### config.mk
export PLATFORM = sky130hd
export DESIGN_NAME = http_request_head_parser
export DESIGN_NICKNAME = d
export VERILOG_FILES = /design/src/rtl/hrp_pkg.sv /design/src/rtl/http_request_head_parser.sv /design/src/rtl/hrp_front.sv /design/src/rtl/hrp_queue.sv /design/src/rtl/hrp_back.sv
export SDC_FILE = /design/constraint.sdc
export NUM_CORES = 2
export LEC_CHECK = 0
export BUFFER_PORTS_ARGS = -buffer_cell sky130_fd_sc_hd__clkbuf_2
export CAP_MARGIN = 5
export CORE_MARGIN = 4
export CORE_UTILIZATION = 25
export CTS_CLUSTER_DIAMETER = 30
export DETAILED_ROUTE_END_ITERATION = 8
export GPL_TIMING_DRIVEN = 1
export SLEW_MARGIN = 20
export SYNTH_ARGS = -nofsm -noshare
export SYNTH_HDL_FRONTEND = slang
export SYNTH_SLANG_ARGS = --single-unit
### constraint.sdc
create_clock -name clk -period 17.21 [get_ports clk]
set_clock_uncertainty 0.1 [all_clocks]
set_input_delay 1.721 -clock clk [delete_from_list [all_inputs] [get_ports clk]]
set_output_delay 1.721 -clock clk [all_outputs]
set_load 0.05 [all_outputs]
### src/rtl/hrp_pkg.sv
// shared types, codes and match tables of the request head parser
`timescale 1ns / 1ps

package hrp_pkg;

	// default configuration
	localparam int unsigned MAX_HEAD_DEF    = 65536;
	localparam int unsigned QUEUE_DEPTH_DEF = 4;

	// parser phase
	typedef enum logic [1:0] {
		PH_START,
		PH_HEAD,
		PH_DONE
	} phase_t;

	// event codes
	localparam logic [1:0] EV_START  = 2'd0;
	localparam logic [1:0] EV_HEADER = 2'd1;
	localparam logic [1:0] EV_END    = 2'd2;
	localparam logic [1:0] EV_ERROR  = 2'd3;

	// error codes
	localparam logic [2:0] ERR_BARE_CR = 3'd0;
	localparam logic [2:0] ERR_SPACE   = 3'd1;
	localparam logic [2:0] ERR_COLON   = 3'd2;
	localparam logic [2:0] ERR_LENGTH  = 3'd3;
	localparam logic [2:0] ERR_LONG    = 3'd4;

	// method, version, header and connection codes
	localparam logic [3:0] METHOD_UNKNOWN     = 4'd9;
	localparam logic [3:0] HDR_CONTENT_LENGTH = 4'd3;
	localparam logic [3:0] HDR_CONNECTION     = 4'd4;
	localparam logic [3:0] HDR_OTHER          = 4'd8;
	localparam logic [1:0] VER_1_0            = 2'd0;
	localparam logic [1:0] VER_UNKNOWN        = 2'd3;
	localparam logic [1:0] CONN_NONE          = 2'd0;
	localparam logic [1:0] CONN_KEEP          = 2'd1;
	localparam logic [1:0] CONN_CLOSE         = 2'd2;

	// special characters
	localparam logic [7:0] CH_SPACE = 8'h20;
	localparam logic [7:0] CH_CR    = 8'h0D;
	localparam logic [7:0] CH_LF    = 8'h0A;
	localparam logic [7:0] CH_COLON = 8'h3A;
	localparam logic [7:0] CH_QMARK = 8'h3F;

	// request payload
	typedef struct packed {
		logic [7:0] data_byte;
		logic       start_of_message;
	} in_t;

	// result payload
	typedef struct packed {
		logic [1:0]  event_res;
		logic [3:0]  method_or_header;
		logic [1:0]  version_code;
		logic [15:0] first_start;
		logic [15:0] first_length;
		logic [15:0] second_start;
		logic [15:0] second_length;
		logic        has_query;
		logic [31:0] content_length_value;
		logic        keep_alive;
		logic [2:0]  error_code;
		logic [15:0] header_number;
	} out_t;

	// classified byte carried through the queue
	typedef struct packed {
		logic [7:0] data_byte;
		logic       start_of_message;
		logic       is_space;
		logic       is_cr;
		logic       is_lf;
		logic       is_colon;
		logic       is_qmark;
		logic       is_digit;
		logic [7:0] lower;
	} item_t;

	// word tables, text right aligned
	typedef logic [167:0] word_txt_t;

	localparam word_txt_t METHOD_TXT [9] = '{
		"GET", "POST", "PUT", "HEAD", "DELETE", "CONNECT", "PATCH", "TRACE", "OPTIONS"
	};
	localparam logic [4:0] METHOD_LEN [9] = '{
		5'd3, 5'd4, 5'd3, 5'd4, 5'd6, 5'd7, 5'd5, 5'd5, 5'd7
	};
	localparam word_txt_t VERSION_TXT [3] = '{"HTTP/1.0", "HTTP/1.1", "HTTP/2.0"};
	localparam logic [4:0] VERSION_LEN [3] = '{5'd8, 5'd8, 5'd8};
	localparam word_txt_t HNAME_TXT [8] = '{
		"host", "user-agent", "content-type", "content-length", "connection",
		"upgrade", "sec-websocket-key", "sec-websocket-version"
	};
	localparam logic [4:0] HNAME_LEN [8] = '{
		5'd4, 5'd10, 5'd12, 5'd14, 5'd10, 5'd7, 5'd17, 5'd21
	};
	localparam word_txt_t CONN_TXT [2] = '{"keep-alive", "close"};
	localparam logic [4:0] CONN_LEN [2] = '{5'd10, 5'd5};

	// character i of a word equals c
	function automatic logic word_hit(word_txt_t s, logic [4:0] n, logic [4:0] i,
			logic [7:0] c);
		logic [4:0] pos;
		logic [7:0] ch;
		pos = (i < n) ? 5'(n - 5'd1 - i) : 5'd0;
		ch  = s[{pos, 3'b000} +: 8];
		return (i < n) && (ch == c);
	endfunction

	function automatic logic [8:0] method_step(logic [8:0] m, logic [4:0] i, logic [7:0] c);
		logic [8:0] r;
		r = m;
		for (int k = 0; k < 9; k++) begin
			if (!word_hit(METHOD_TXT[k], METHOD_LEN[k], i, c)) r[k] = 1'b0;
		end
		return r;
	endfunction

	function automatic logic [2:0] version_step(logic [2:0] m, logic [4:0] i, logic [7:0] c);
		logic [2:0] r;
		r = m;
		for (int k = 0; k < 3; k++) begin
			if (!word_hit(VERSION_TXT[k], VERSION_LEN[k], i, c)) r[k] = 1'b0;
		end
		return r;
	endfunction

	function automatic logic [7:0] name_step(logic [7:0] m, logic [4:0] i, logic [7:0] c);
		logic [7:0] r;
		r = m;
		for (int k = 0; k < 8; k++) begin
			if (!word_hit(HNAME_TXT[k], HNAME_LEN[k], i, c)) r[k] = 1'b0;
		end
		return r;
	endfunction

	function automatic logic [1:0] conn_step(logic [1:0] m, logic [4:0] i, logic [7:0] c);
		logic [1:0] r;
		r = m;
		for (int k = 0; k < 2; k++) begin
			if (!word_hit(CONN_TXT[k], CONN_LEN[k], i, c)) r[k] = 1'b0;
		end
		return r;
	endfunction

	// lowest surviving candidate whose length matches
	function automatic logic [3:0] method_pick(logic [8:0] m, logic [4:0] i);
		logic [3:0] r;
		r = METHOD_UNKNOWN;
		for (int k = 8; k >= 0; k--) begin
			if (m[k] && METHOD_LEN[k] == i) r = 4'(k);
		end
		return r;
	endfunction

	function automatic logic [1:0] version_pick(logic [2:0] m, logic [4:0] i);
		logic [1:0] r;
		r = VER_UNKNOWN;
		for (int k = 2; k >= 0; k--) begin
			if (m[k] && VERSION_LEN[k] == i) r = 2'(k);
		end
		return r;
	endfunction

	function automatic logic [3:0] name_pick(logic [7:0] m, logic [4:0] i);
		logic [3:0] r;
		r = HDR_OTHER;
		for (int k = 7; k >= 0; k--) begin
			if (m[k] && HNAME_LEN[k] == i) r = 4'(k);
		end
		return r;
	endfunction

	function automatic logic [1:0] conn_pick(logic [1:0] m, logic [4:0] i);
		logic [1:0] r;
		r = 2'd2;
		for (int k = 1; k >= 0; k--) begin
			if (m[k] && CONN_LEN[k] == i) r = 2'(k);
		end
		return r;
	endfunction

	// byte classification
	function automatic item_t classify(logic [7:0] c, logic som);
		item_t r;
		r.data_byte        = c;
		r.start_of_message = som;
		r.is_space         = (c == CH_SPACE);
		r.is_cr            = (c == CH_CR);
		r.is_lf            = (c == CH_LF);
		r.is_colon         = (c == CH_COLON);
		r.is_qmark         = (c == CH_QMARK);
		r.is_digit         = (c >= 8'h30) && (c <= 8'h39);
		r.lower            = ((c >= 8'h41) && (c <= 8'h5A)) ? c + 8'd32 : c;
		return r;
	endfunction

endpackage

### src/rtl/http_request_head_parser.sv
// top level of the request head parser
// Usage:
//   head channel: one byte of the request head per request, with
//   start_of_message marking the first byte of a new request (it clears
//   all parser state). head_valid / head_stall handshake.
//   result channel: start line, header line, end of head or error events,
//   at most one per byte, result_valid / result_stall handshake.
// Path: a taken byte is first written into the queue, then the parser
//   stage reads it from the queue and writes its result register.
// Throughput: one byte per cycle without stalls. A CR inside a header
//   line that is not followed by LF costs the parser a step of its own,
//   since it is folded into the header state before the byte after it.
// After an end of head or an error, bytes are taken and dropped until
//   start_of_message is seen. Heads longer than MAX_HEAD_BYTES bytes fail.
// Reset: asynchronous, clears the queue pointers, the parser state and the
//   result valid flag; no clearing pass is needed.
// Stall: a valid result holds while stalled, the parser waits and
//   the byte queue (QUEUE_DEPTH entries) keeps taking bytes until full.
`timescale 1ns / 1ps

module http_request_head_parser #(
	parameter int unsigned MAX_HEAD_BYTES = hrp_pkg::MAX_HEAD_DEF,
	parameter int unsigned QUEUE_DEPTH    = hrp_pkg::QUEUE_DEPTH_DEF
) (
	input  logic          clk,
	input  logic          arst_n,
	input  logic          head_valid,
	output logic          head_stall,
	input  hrp_pkg::in_t  head,
	output logic          result_valid,
	input  logic          result_stall,
	output hrp_pkg::out_t result
);
	import hrp_pkg::*;

	logic  push;
	item_t push_item;
	logic  queue_full;
	logic  pop;
	logic  pop_valid;
	item_t pop_item;

	// classify incoming bytes
	hrp_front u_front (
		.head_valid (head_valid),
		.head       (head),
		.head_stall (head_stall),
		.push       (push),
		.push_item  (push_item),
		.queue_full (queue_full)
	);

	// decoupling queue
	hrp_queue #(
		.DEPTH (QUEUE_DEPTH)
	) u_queue (
		.clk       (clk),
		.arst_n    (arst_n),
		.push      (push),
		.push_item (push_item),
		.full      (queue_full),
		.pop       (pop),
		.pop_valid (pop_valid),
		.pop_item  (pop_item)
	);

	// parser and result register
	hrp_back #(
		.MAX_HEAD_BYTES (MAX_HEAD_BYTES)
	) u_back (
		.clk          (clk),
		.arst_n       (arst_n),
		.item_valid   (pop_valid),
		.item         (pop_item),
		.item_pop     (pop),
		.result_valid (result_valid),
		.result_stall (result_stall),
		.result       (result)
	);

endmodule

### src/rtl/hrp_front.sv
// front end: takes request bytes and classifies them into the queue
`timescale 1ns / 1ps

module hrp_front (
	input  logic          head_valid,
	input  hrp_pkg::in_t  head,
	output logic          head_stall,
	output logic          push,
	output hrp_pkg::item_t push_item,
	input  logic          queue_full
);
	import hrp_pkg::*;

	// accept whenever the queue has room
	assign head_stall = queue_full;
	assign push       = head_valid && !queue_full;

	// character classes and lower case form
	assign push_item = classify(head.data_byte, head.start_of_message);

endmodule

### src/rtl/hrp_queue.sv
// short queue of classified bytes between front and back
`timescale 1ns / 1ps

module hrp_queue #(
	parameter int unsigned DEPTH = hrp_pkg::QUEUE_DEPTH_DEF
) (
	input  logic           clk,
	input  logic           arst_n,
	input  logic           push,
	input  hrp_pkg::item_t push_item,
	output logic           full,
	input  logic           pop,
	output logic           pop_valid,
	output hrp_pkg::item_t pop_item
);
	import hrp_pkg::*;

	localparam int unsigned PTR_W = (DEPTH > 1) ? $clog2(DEPTH) : 1;
	localparam int unsigned CNT_W = $clog2(DEPTH + 1);

	item_t            entry_q [DEPTH];
	logic [PTR_W-1:0] wr_ptr_q;
	logic [PTR_W-1:0] rd_ptr_q;
	logic [CNT_W-1:0] count_q;
	logic             do_pop;

	assign full      = (count_q == CNT_W'(DEPTH));
	assign pop_valid = (count_q != '0);
	assign pop_item  = entry_q[rd_ptr_q];
	assign do_pop    = pop && pop_valid;

	// storage
	always_ff @(posedge clk) begin
		if (push) entry_q[wr_ptr_q] <= push_item;
	end

	// pointers and fill count
	always_ff @(posedge clk or negedge arst_n) begin
		if (!arst_n) begin
			wr_ptr_q <= '0;
			rd_ptr_q <= '0;
			count_q  <= '0;
		end else begin
			if (push) begin
				wr_ptr_q <= (wr_ptr_q == PTR_W'(DEPTH - 1)) ? '0 : wr_ptr_q + 1'b1;
			end
			if (do_pop) begin
				rd_ptr_q <= (rd_ptr_q == PTR_W'(DEPTH - 1)) ? '0 : rd_ptr_q + 1'b1;
			end
			if (push && !do_pop) count_q <= count_q + 1'b1;
			else if (!push && do_pop) count_q <= count_q - 1'b1;
		end
	end

endmodule

### src/rtl/hrp_back.sv
// back end: parser state update and result register
`timescale 1ns / 1ps

module hrp_back #(
	parameter int unsigned MAX_HEAD_BYTES = hrp_pkg::MAX_HEAD_DEF
) (
	input  logic           clk,
	input  logic           arst_n,
	input  logic           item_valid,
	input  hrp_pkg::item_t item,
	output logic           item_pop,
	output logic           result_valid,
	input  logic           result_stall,
	output hrp_pkg::out_t  result
);
	import hrp_pkg::*;

	localparam int unsigned OFS_W = $clog2(MAX_HEAD_BYTES + 1);
	typedef logic [OFS_W-1:0] ofs_t;
	localparam ofs_t OFS_MAX = OFS_W'(MAX_HEAD_BYTES);

	typedef struct packed {
		phase_t      phase;
		ofs_t        byte_offset;
		logic [1:0]  space_count;
		logic        cr_pending;
		ofs_t        token_start;
		logic [4:0]  match_index;
		logic [8:0]  method_cand;
		logic [2:0]  version_cand;
		logic [3:0]  method_seen;
		logic [1:0]  version_seen;
		ofs_t        query_pos;
		logic        query_found;
		ofs_t        line_start;
		logic        colon_found;
		logic [15:0] name_length;
		ofs_t        value_start;
		logic        skipping;
		logic [7:0]  name_cand;
		logic [31:0] digit_acc;
		logic        digits_invalid;
		logic [1:0]  conn_cand;
		logic [1:0]  conn_seen;
		logic [15:0] header_count;
		ofs_t        uri_start;
		ofs_t        uri_end;
		logic [4:0]  value_index;
	} st_t;

	localparam st_t ST_RESET = '{
		phase: PH_START, byte_offset: '0, space_count: '0, cr_pending: 1'b0,
		token_start: '0, match_index: '0, method_cand: '1, version_cand: '1,
		method_seen: METHOD_UNKNOWN, version_seen: VER_UNKNOWN, query_pos: '0,
		query_found: 1'b0, line_start: '0, colon_found: 1'b0, name_length: '0,
		value_start: '0, skipping: 1'b0, name_cand: '1, digit_acc: '0,
		digits_invalid: 1'b0, conn_cand: '1, conn_seen: CONN_NONE,
		header_count: '0, uri_start: '0, uri_end: '0, value_index: '0
	};

	st_t         st_q;
	st_t         st;
	logic        out_valid_q;
	out_t        out_q;
	out_t        res;
	logic        res_v;
	logic        advance;
	logic        cr_cycle;
	logic        do_hdr;
	item_t       hc;
	ofs_t        off;
	ofs_t        cr_off;
	ofs_t        diff;
	ofs_t        vlen;
	logic [3:0]  id;
	logic [35:0] acc_ext;

	function automatic logic [15:0] lo16(ofs_t x);
		logic [31:0] w;
		w = 32'(x);
		return w[15:0];
	endfunction

	function automatic logic [4:0] sat5(logic [4:0] v);
		return (v == 5'd31) ? v : v + 5'd1;
	endfunction

	function automatic out_t fail_res(logic [2:0] code, logic [15:0] hcnt);
		out_t r;
		r               = '0;
		r.event_res     = EV_ERROR;
		r.error_code    = code;
		r.header_number = hcnt;
		return r;
	endfunction

	function automatic st_t new_line(st_t s, ofs_t start);
		st_t r;
		r                = s;
		r.line_start     = start;
		r.colon_found    = 1'b0;
		r.name_length    = '0;
		r.value_start    = '0;
		r.skipping       = 1'b0;
		r.name_cand      = '1;
		r.match_index    = '0;
		r.digit_acc      = '0;
		r.digits_invalid = 1'b0;
		r.conn_cand      = '1;
		r.value_index    = '0;
		return r;
	endfunction

	function automatic st_t finish_token(st_t s, ofs_t stop);
		st_t r;
		r = s;
		if (s.space_count == 2'd0) begin
			r.method_seen = method_pick(s.method_cand, s.match_index);
		end else if (s.space_count == 2'd1) begin
			r.uri_start = s.token_start;
			r.uri_end   = stop;
		end else begin
			r.version_seen = version_pick(s.version_cand, s.match_index);
		end
		return r;
	endfunction

	// a deferred bare cr inside a header line is a parser step of its own
	assign advance  = item_valid && (!out_valid_q || !result_stall);
	assign cr_cycle = st_q.cr_pending && (st_q.phase == PH_HEAD) &&
		!item.start_of_message && !item.is_lf && (st_q.byte_offset < OFS_MAX);

	// parser step
	always_comb begin
		st       = st_q;
		res      = '0;
		res_v    = 1'b0;
		item_pop = 1'b0;
		do_hdr   = 1'b0;
		hc       = item;
		off      = st_q.byte_offset;
		cr_off   = '0;
		diff     = '0;
		vlen     = '0;
		id       = HDR_OTHER;
		acc_ext  = '0;
		if (advance) begin
			if (cr_cycle) begin
				st.cr_pending = 1'b0;
				hc            = classify(CH_CR, 1'b0);
				do_hdr        = 1'b1;
			end else begin
				item_pop = 1'b1;
				if (item.start_of_message) st = ST_RESET;
				if (st.phase != PH_DONE) begin
					if (st.byte_offset >= OFS_MAX) begin
						res_v    = 1'b1;
						res      = fail_res(ERR_LONG, st.header_count);
						st.phase = PH_DONE;
					end else begin
						off            = st.byte_offset;
						st.byte_offset = off + 1'b1;
						cr_off         = off - 1'b1;
						if (st.cr_pending) begin
							st.cr_pending = 1'b0;
							if (!item.is_lf) begin
								// bare cr on the start line
								res_v    = 1'b1;
								res      = fail_res(ERR_BARE_CR, st.header_count);
								st.phase = PH_DONE;
							end else if (st.phase == PH_START) begin
								// start line done
								st                   = finish_token(st, cr_off);
								res_v                = 1'b1;
								res.event_res        = EV_START;
								res.method_or_header = st.method_seen;
								res.version_code     = st.version_seen;
								res.header_number    = st.header_count;
								if (st.space_count != 2'd0) begin
									res.first_start = lo16(st.uri_start);
									if (st.query_found) begin
										diff              = st.query_pos - st.uri_start;
										res.first_length  = lo16(diff);
										diff              = st.query_pos + 1'b1;
										res.second_start  = lo16(diff);
										diff              = st.uri_end - st.query_pos - 1'b1;
										res.second_length = lo16(diff);
										res.has_query     = 1'b1;
									end else begin
										diff             = st.uri_end - st.uri_start;
										res.first_length = lo16(diff);
									end
								end
								st.phase = PH_HEAD;
								st       = new_line(st, off + 1'b1);
							end else if (cr_off == st.line_start) begin
								// empty line ends the head
								res_v                = 1'b1;
								res.event_res        = EV_END;
								res.method_or_header = st.method_seen;
								res.version_code     = st.version_seen;
								res.keep_alive       = (st.version_seen == VER_1_0) ?
									(st.conn_seen == CONN_KEEP) : (st.conn_seen != CONN_CLOSE);
								res.header_number    = st.header_count;
								st.phase             = PH_DONE;
							end else if (!st.colon_found) begin
								res_v    = 1'b1;
								res      = fail_res(ERR_COLON, st.header_count);
								st.phase = PH_DONE;
							end else begin
								// header line done
								id   = name_pick(st.name_cand, st.match_index);
								vlen = cr_off - st.value_start;
								if (id == HDR_CONTENT_LENGTH &&
										(st.digits_invalid || vlen == '0)) begin
									res_v    = 1'b1;
									res      = fail_res(ERR_LENGTH, st.header_count);
									st.phase = PH_DONE;
								end else begin
									if (id == HDR_CONNECTION) begin
										st.conn_seen =
											conn_pick(st.conn_cand, st.value_index) + 2'd1;
									end
									if (st.header_count != 16'hFFFF) begin
										st.header_count = st.header_count + 16'd1;
									end
									res_v                = 1'b1;
									res.event_res        = EV_HEADER;
									res.method_or_header = id;
									res.version_code     = st.version_seen;
									res.first_start      = lo16(st.line_start);
									res.first_length     = st.name_length;
									res.second_start     = lo16(st.value_start);
									res.second_length    = lo16(vlen);
									res.content_length_value =
										(id == HDR_CONTENT_LENGTH) ? st.digit_acc : 32'd0;
									res.header_number    = st.header_count;
									st = new_line(st, off + 1'b1);
								end
							end
						end else if (item.is_cr) begin
							st.cr_pending = 1'b1;
						end else if (st.phase == PH_START) begin
							// start line byte
							if (item.is_space) begin
								if (st.space_count == 2'd2 || st.space_count == 2'd3) begin
									res_v    = 1'b1;
									res      = fail_res(ERR_SPACE, st.header_count);
									st.phase = PH_DONE;
								end else begin
									st             = finish_token(st, off);
									st.space_count = st.space_count + 2'd1;
									st.token_start = off + 1'b1;
									st.match_index = '0;
								end
							end else begin
								if (st.space_count == 2'd0) begin
									st.method_cand = method_step(st.method_cand,
										st.match_index, item.data_byte);
								end else if (st.space_count == 2'd2) begin
									st.version_cand = version_step(st.version_cand,
										st.match_index, item.data_byte);
								end else if (item.is_qmark && !st.query_found) begin
									st.query_found = 1'b1;
									st.query_pos   = off;
								end
								st.match_index = sat5(st.match_index);
							end
						end else begin
							do_hdr = 1'b1;
						end
					end
				end
			end
		end

		// header line byte
		if (do_hdr) begin
			if (!st.colon_found) begin
				if (hc.is_colon) begin
					st.colon_found = 1'b1;
					diff           = off - st.line_start;
					st.name_length = lo16(diff);
					st.value_start = off + 1'b1;
					st.skipping    = 1'b1;
				end else begin
					st.name_cand   = name_step(st.name_cand, st.match_index, hc.lower);
					st.match_index = sat5(st.match_index);
				end
			end else if (st.skipping && hc.is_space) begin
				st.value_start = off + 1'b1;
			end else begin
				st.skipping = 1'b0;
				if (hc.is_digit) begin
					acc_ext = ({4'b0, st.digit_acc} << 3) + ({4'b0, st.digit_acc} << 1) +
						{32'b0, hc.data_byte[3:0]};
					if (acc_ext[35:32] != 4'b0) st.digits_invalid = 1'b1;
					else st.digit_acc = acc_ext[31:0];
				end else begin
					st.digits_invalid = 1'b1;
				end
				st.conn_cand   = conn_step(st.conn_cand, st.value_index, hc.lower);
				st.value_index = sat5(st.value_index);
			end
		end
	end

	// parser state
	always_ff @(posedge clk or negedge arst_n) begin
		if (!arst_n) begin
			st_q <= ST_RESET;
		end else begin
			st_q <= st;
		end
	end

	// result register
	always_ff @(posedge clk or negedge arst_n) begin
		if (!arst_n) begin
			out_valid_q <= 1'b0;
		end else if (!out_valid_q || !result_stall) begin
			out_valid_q <= advance && res_v;
		end
	end

	always_ff @(posedge clk) begin
		if (advance && res_v) out_q <= res;
	end

	assign result_valid = out_valid_q;
	assign result       = out_q;

endmodule

==> impl_metrics.tcl <==
set metrics [dict create \
    status "finished, final reports clean" \
    critical_path.slowest_cell "nand2b_2" \
    synth_area_sq_um 33300 \
    synth_cell_types 115 \
    grt_max_degree 157 \
    globalplace.congestion 0.958 \
    cts_tree "done" \
    cts_resized 0 \
    setup_viol 0 \
    cts-root-buf "clkbuf_16" \
    hold_class "reg2reg" \
    drtPass1Iterations 8 \
    dieHeight_um 373 \
    post_cts_buffers 0 \
    avgSynthCellArea_sq_um 8.52 \
    viasPerCell 5.47 \
    post_drt_wl_per_cell_um 22.0 \
    first_global_vias 30500 \
    cts_made_buffers 106 \
    die_w_um 373 \
    synth-edff-count 197 \
    drt-total-wl_mm 128 \
    rows 133 \
    dieArea_sq_um 139000 \
    ys_seq_area_share_pct 35.6 \
    port_buffers 139 \
    fin_util_pct 30.1 \
    final_common_cell "nand2_1" \
    crit_fanout 60 \
    drcViolationCount 0 \
    vias 31900 \
    ys_async_sr_fraction_pct 54.5 \
    critPathTopFamily "simple AND/OR/NAND/NOR gates" \
    nets 4209 \
    clk_latency_ns 0.70 \
    ys_ff_latch 433 \
    vdd_drop_max_uv 125 \
    htreeDepth 3 \
    max_slew.worst_pin.slew_ns 1.11 \
    path_clk_slew_ns 0.06 \
    seqCellArea_sq_um 11900 \
    cts.sinks 433 \
    crit_path_end_kind "register" \
    fillCellCount 13900 \
    multi_input_area_sq_um 19900 \
    cap_viol_max_count 0 \
    holdBufCountCts 0 \
    instances_no_fill 5831 \
    core_sq_um 132000 \
    grt.total_usage_pct 17.6 \
    grt_first_pass_wirelength_mm 194 \
    final_cell_mix "433 x nand2_1, 358 x nor2_1, 303 x o21ai_0" \
    final.period_utilization_pct 68.3 \
    start_util_pct 25.3 \
    power.density_nw_per_um2 220 \
    synthCells 3908 \
    io_pins 140 \
    rsz0062_at_grt "false" \
    worstSetupPathType "reg2reg" \
    setup_tns_ns 0 \
    p_leak_uw 0.0162 \
    dpl.hpwl_mm 91.9 \
    crit_top_cell "a21oi_1" \
    cts_buffer_depth 3 \
    ant_nets 0 \
    place_inst 5627 \
    synth_ff_type "dfrtp_1" \
    ys_warn_count 0 \
    finalMaxSlewViolations 0 \
    start_kind "register" \
    slowest_delay_ns 0.58 \
    hold_violations 0 \
    cp.required_ns 17.65 \
    syn-num-nets 4137 \
    power_uw 8720 \
    drive_gt1_share_pct 13.4 \
    drt_iter0_drc 3696 \
    relSlewSlack_pct 25.4 \
    fin_area_sq_um 39700 \
    max_freq_mhz 85.0 \
    antenna_found_initial 6 \
    finalCriticalPeriod_ns 11.76 \
    path_buf_inv 3 \
    crit_arrival_ns 12.20 \
    syn2layout_area_growth_pct 19.2 \
    overflow 0 \
    placed_area_sq_um 35800 \
]
## Yosys cell counts, types with 12 or more instances
cell	count	area share [%]
nand2_1	436	4.9
nor2_1	365	4.1
o21ai_0	303	4.6
a21oi_1	289	4.3
dfrtp_1	210	16
ha_1	210	7.9
edfxtp_1	197	18
clkbuf_1	180	2.0
xnor2_1	162	4.3
inv_1	157	1.8
nand3_1	152	2.3
nor3_1	96	1.4
and3_1	84	1.6
and2_1	68	1.3
xor2_1	60	1.6
a22oi_1	49	1.1
nand4_1	49	0.92
a31oi_1	47	0.88
a22o_1	45	1.2
o22ai_1	43	0.81
o31ai_1	38	0.86
a211oi_1	35	0.79
mux2i_1	35	1.1
nor4_1	29	0.55
o21bai_1	28	0.63
buf_1	27	0.30
dfstp_2	26	2.1
a21o_1	25	0.56
o211ai_1	25	0.56
nand2b_1	21	0.39
o21a_1	21	0.47
or3_1	20	0.38
nor2b_1	19	0.36
buf_2	17	0.26
mux2_2	17	0.58
a21boi_0	16	0.36
mux4_2	16	1.1
or2_2	16	0.30
and4_1	12	0.32
o21ai_1	12	0.18
## layer usage
metal | vias up | track usage (%) | part of all wire (%)
met4 | 4 | 7.46 | 4.6
met3 | 336 | 3.94 | 8.6
met1 | 15500 | 23.8 | 42
met2 | 1563 | 27.1 | 44
li1 | 14500 | - | -
met5 | - | 0 | 0.021
## path summary, 6_finish.rpt
path | from | endpoint | slack [ns] | cells after the start
worst max-delay path | u_queue.rd_ptr_q[1] | u_back.st_q[61] | 5.45 | 39
worst min-delay path | u_back.st_q[24] | u_back.st_q[24] | 0.38 | 2
worst max register to register | u_queue.rd_ptr_q[1] | u_back.st_q[61] | 5.45 | 39
worst min register to register | u_back.st_q[24] | u_back.st_q[24] | 0.38 | 2
max in group asynchronous | arst_n | u_back.st_q[114] | 14.65 | 2
min in group asynchronous | arst_n | u_back.result_valid | 0.90 | 1
## flip-flops by register name, indices dropped and copies added (netlist names)
| name | flops |
|---|---|
| u_back.st_q | 228 |
| u_back.result | 125 |
| u_queue.entry_q | 72 |
| u_queue.count_q | 3 |
| u_queue.rd_ptr_q | 2 |
| u_queue.wr_ptr_q | 2 |
| u_back.result_valid | 1 |
## per-stage QoR
step	hold WS [ns]	setup WS, ns
finish	0.383	5.45
global route	0.414	4.64
CTS	0.383	5.53
detailed placement	0.369	5.65
global placement	0.361	5.86
floorplan	0.342	5.31
## kinds of logic after synthesis
logic type               count (synthesis)  synth area share (%)
flip-flops                             433                  35.6
AO/OA/AOI/OAI                         1128                  21.8
buffers and inverters                  404                  4.85
XOR/XNOR                               225                  6.05
AND/OR/NAND/NOR                       1430                  20.6
multiplexers                            69                  2.76
adder cells (fa/ha/maj)                219                  8.34
## area by class of cell
class	instances	share of cell area, %
diodes	3	0.0189
repair buffers	199	2.98
well taps	1755	5.53
clock inverters	84	2.78
flip-flops and latches	433	29.9
inverters	169	1.65
clock buffers	117	6.99
multi-input cells	3071	50.2
## worst register-to-register path: cells and delay by family, from the launching register on
family | cells | cell delay [ns]
AND/OR/NAND/NOR | 12 | 3.68
AO/OA/AOI/OAI | 15 | 3.39
adder cells (fa/ha/maj) | 6 | 1.95
multiplexers | 3 | 1.24
buffers and inverters | 3 | 0.85
flip-flops | 1 | 0.39
## report_power, final
group	total (uW)	switching [uW]	internal, uW
clock	2140	725	1410
combinational	5100	3580	1520
sequential	1480	132	1350
Note: power is estimated with default switching activity, not from simulation.
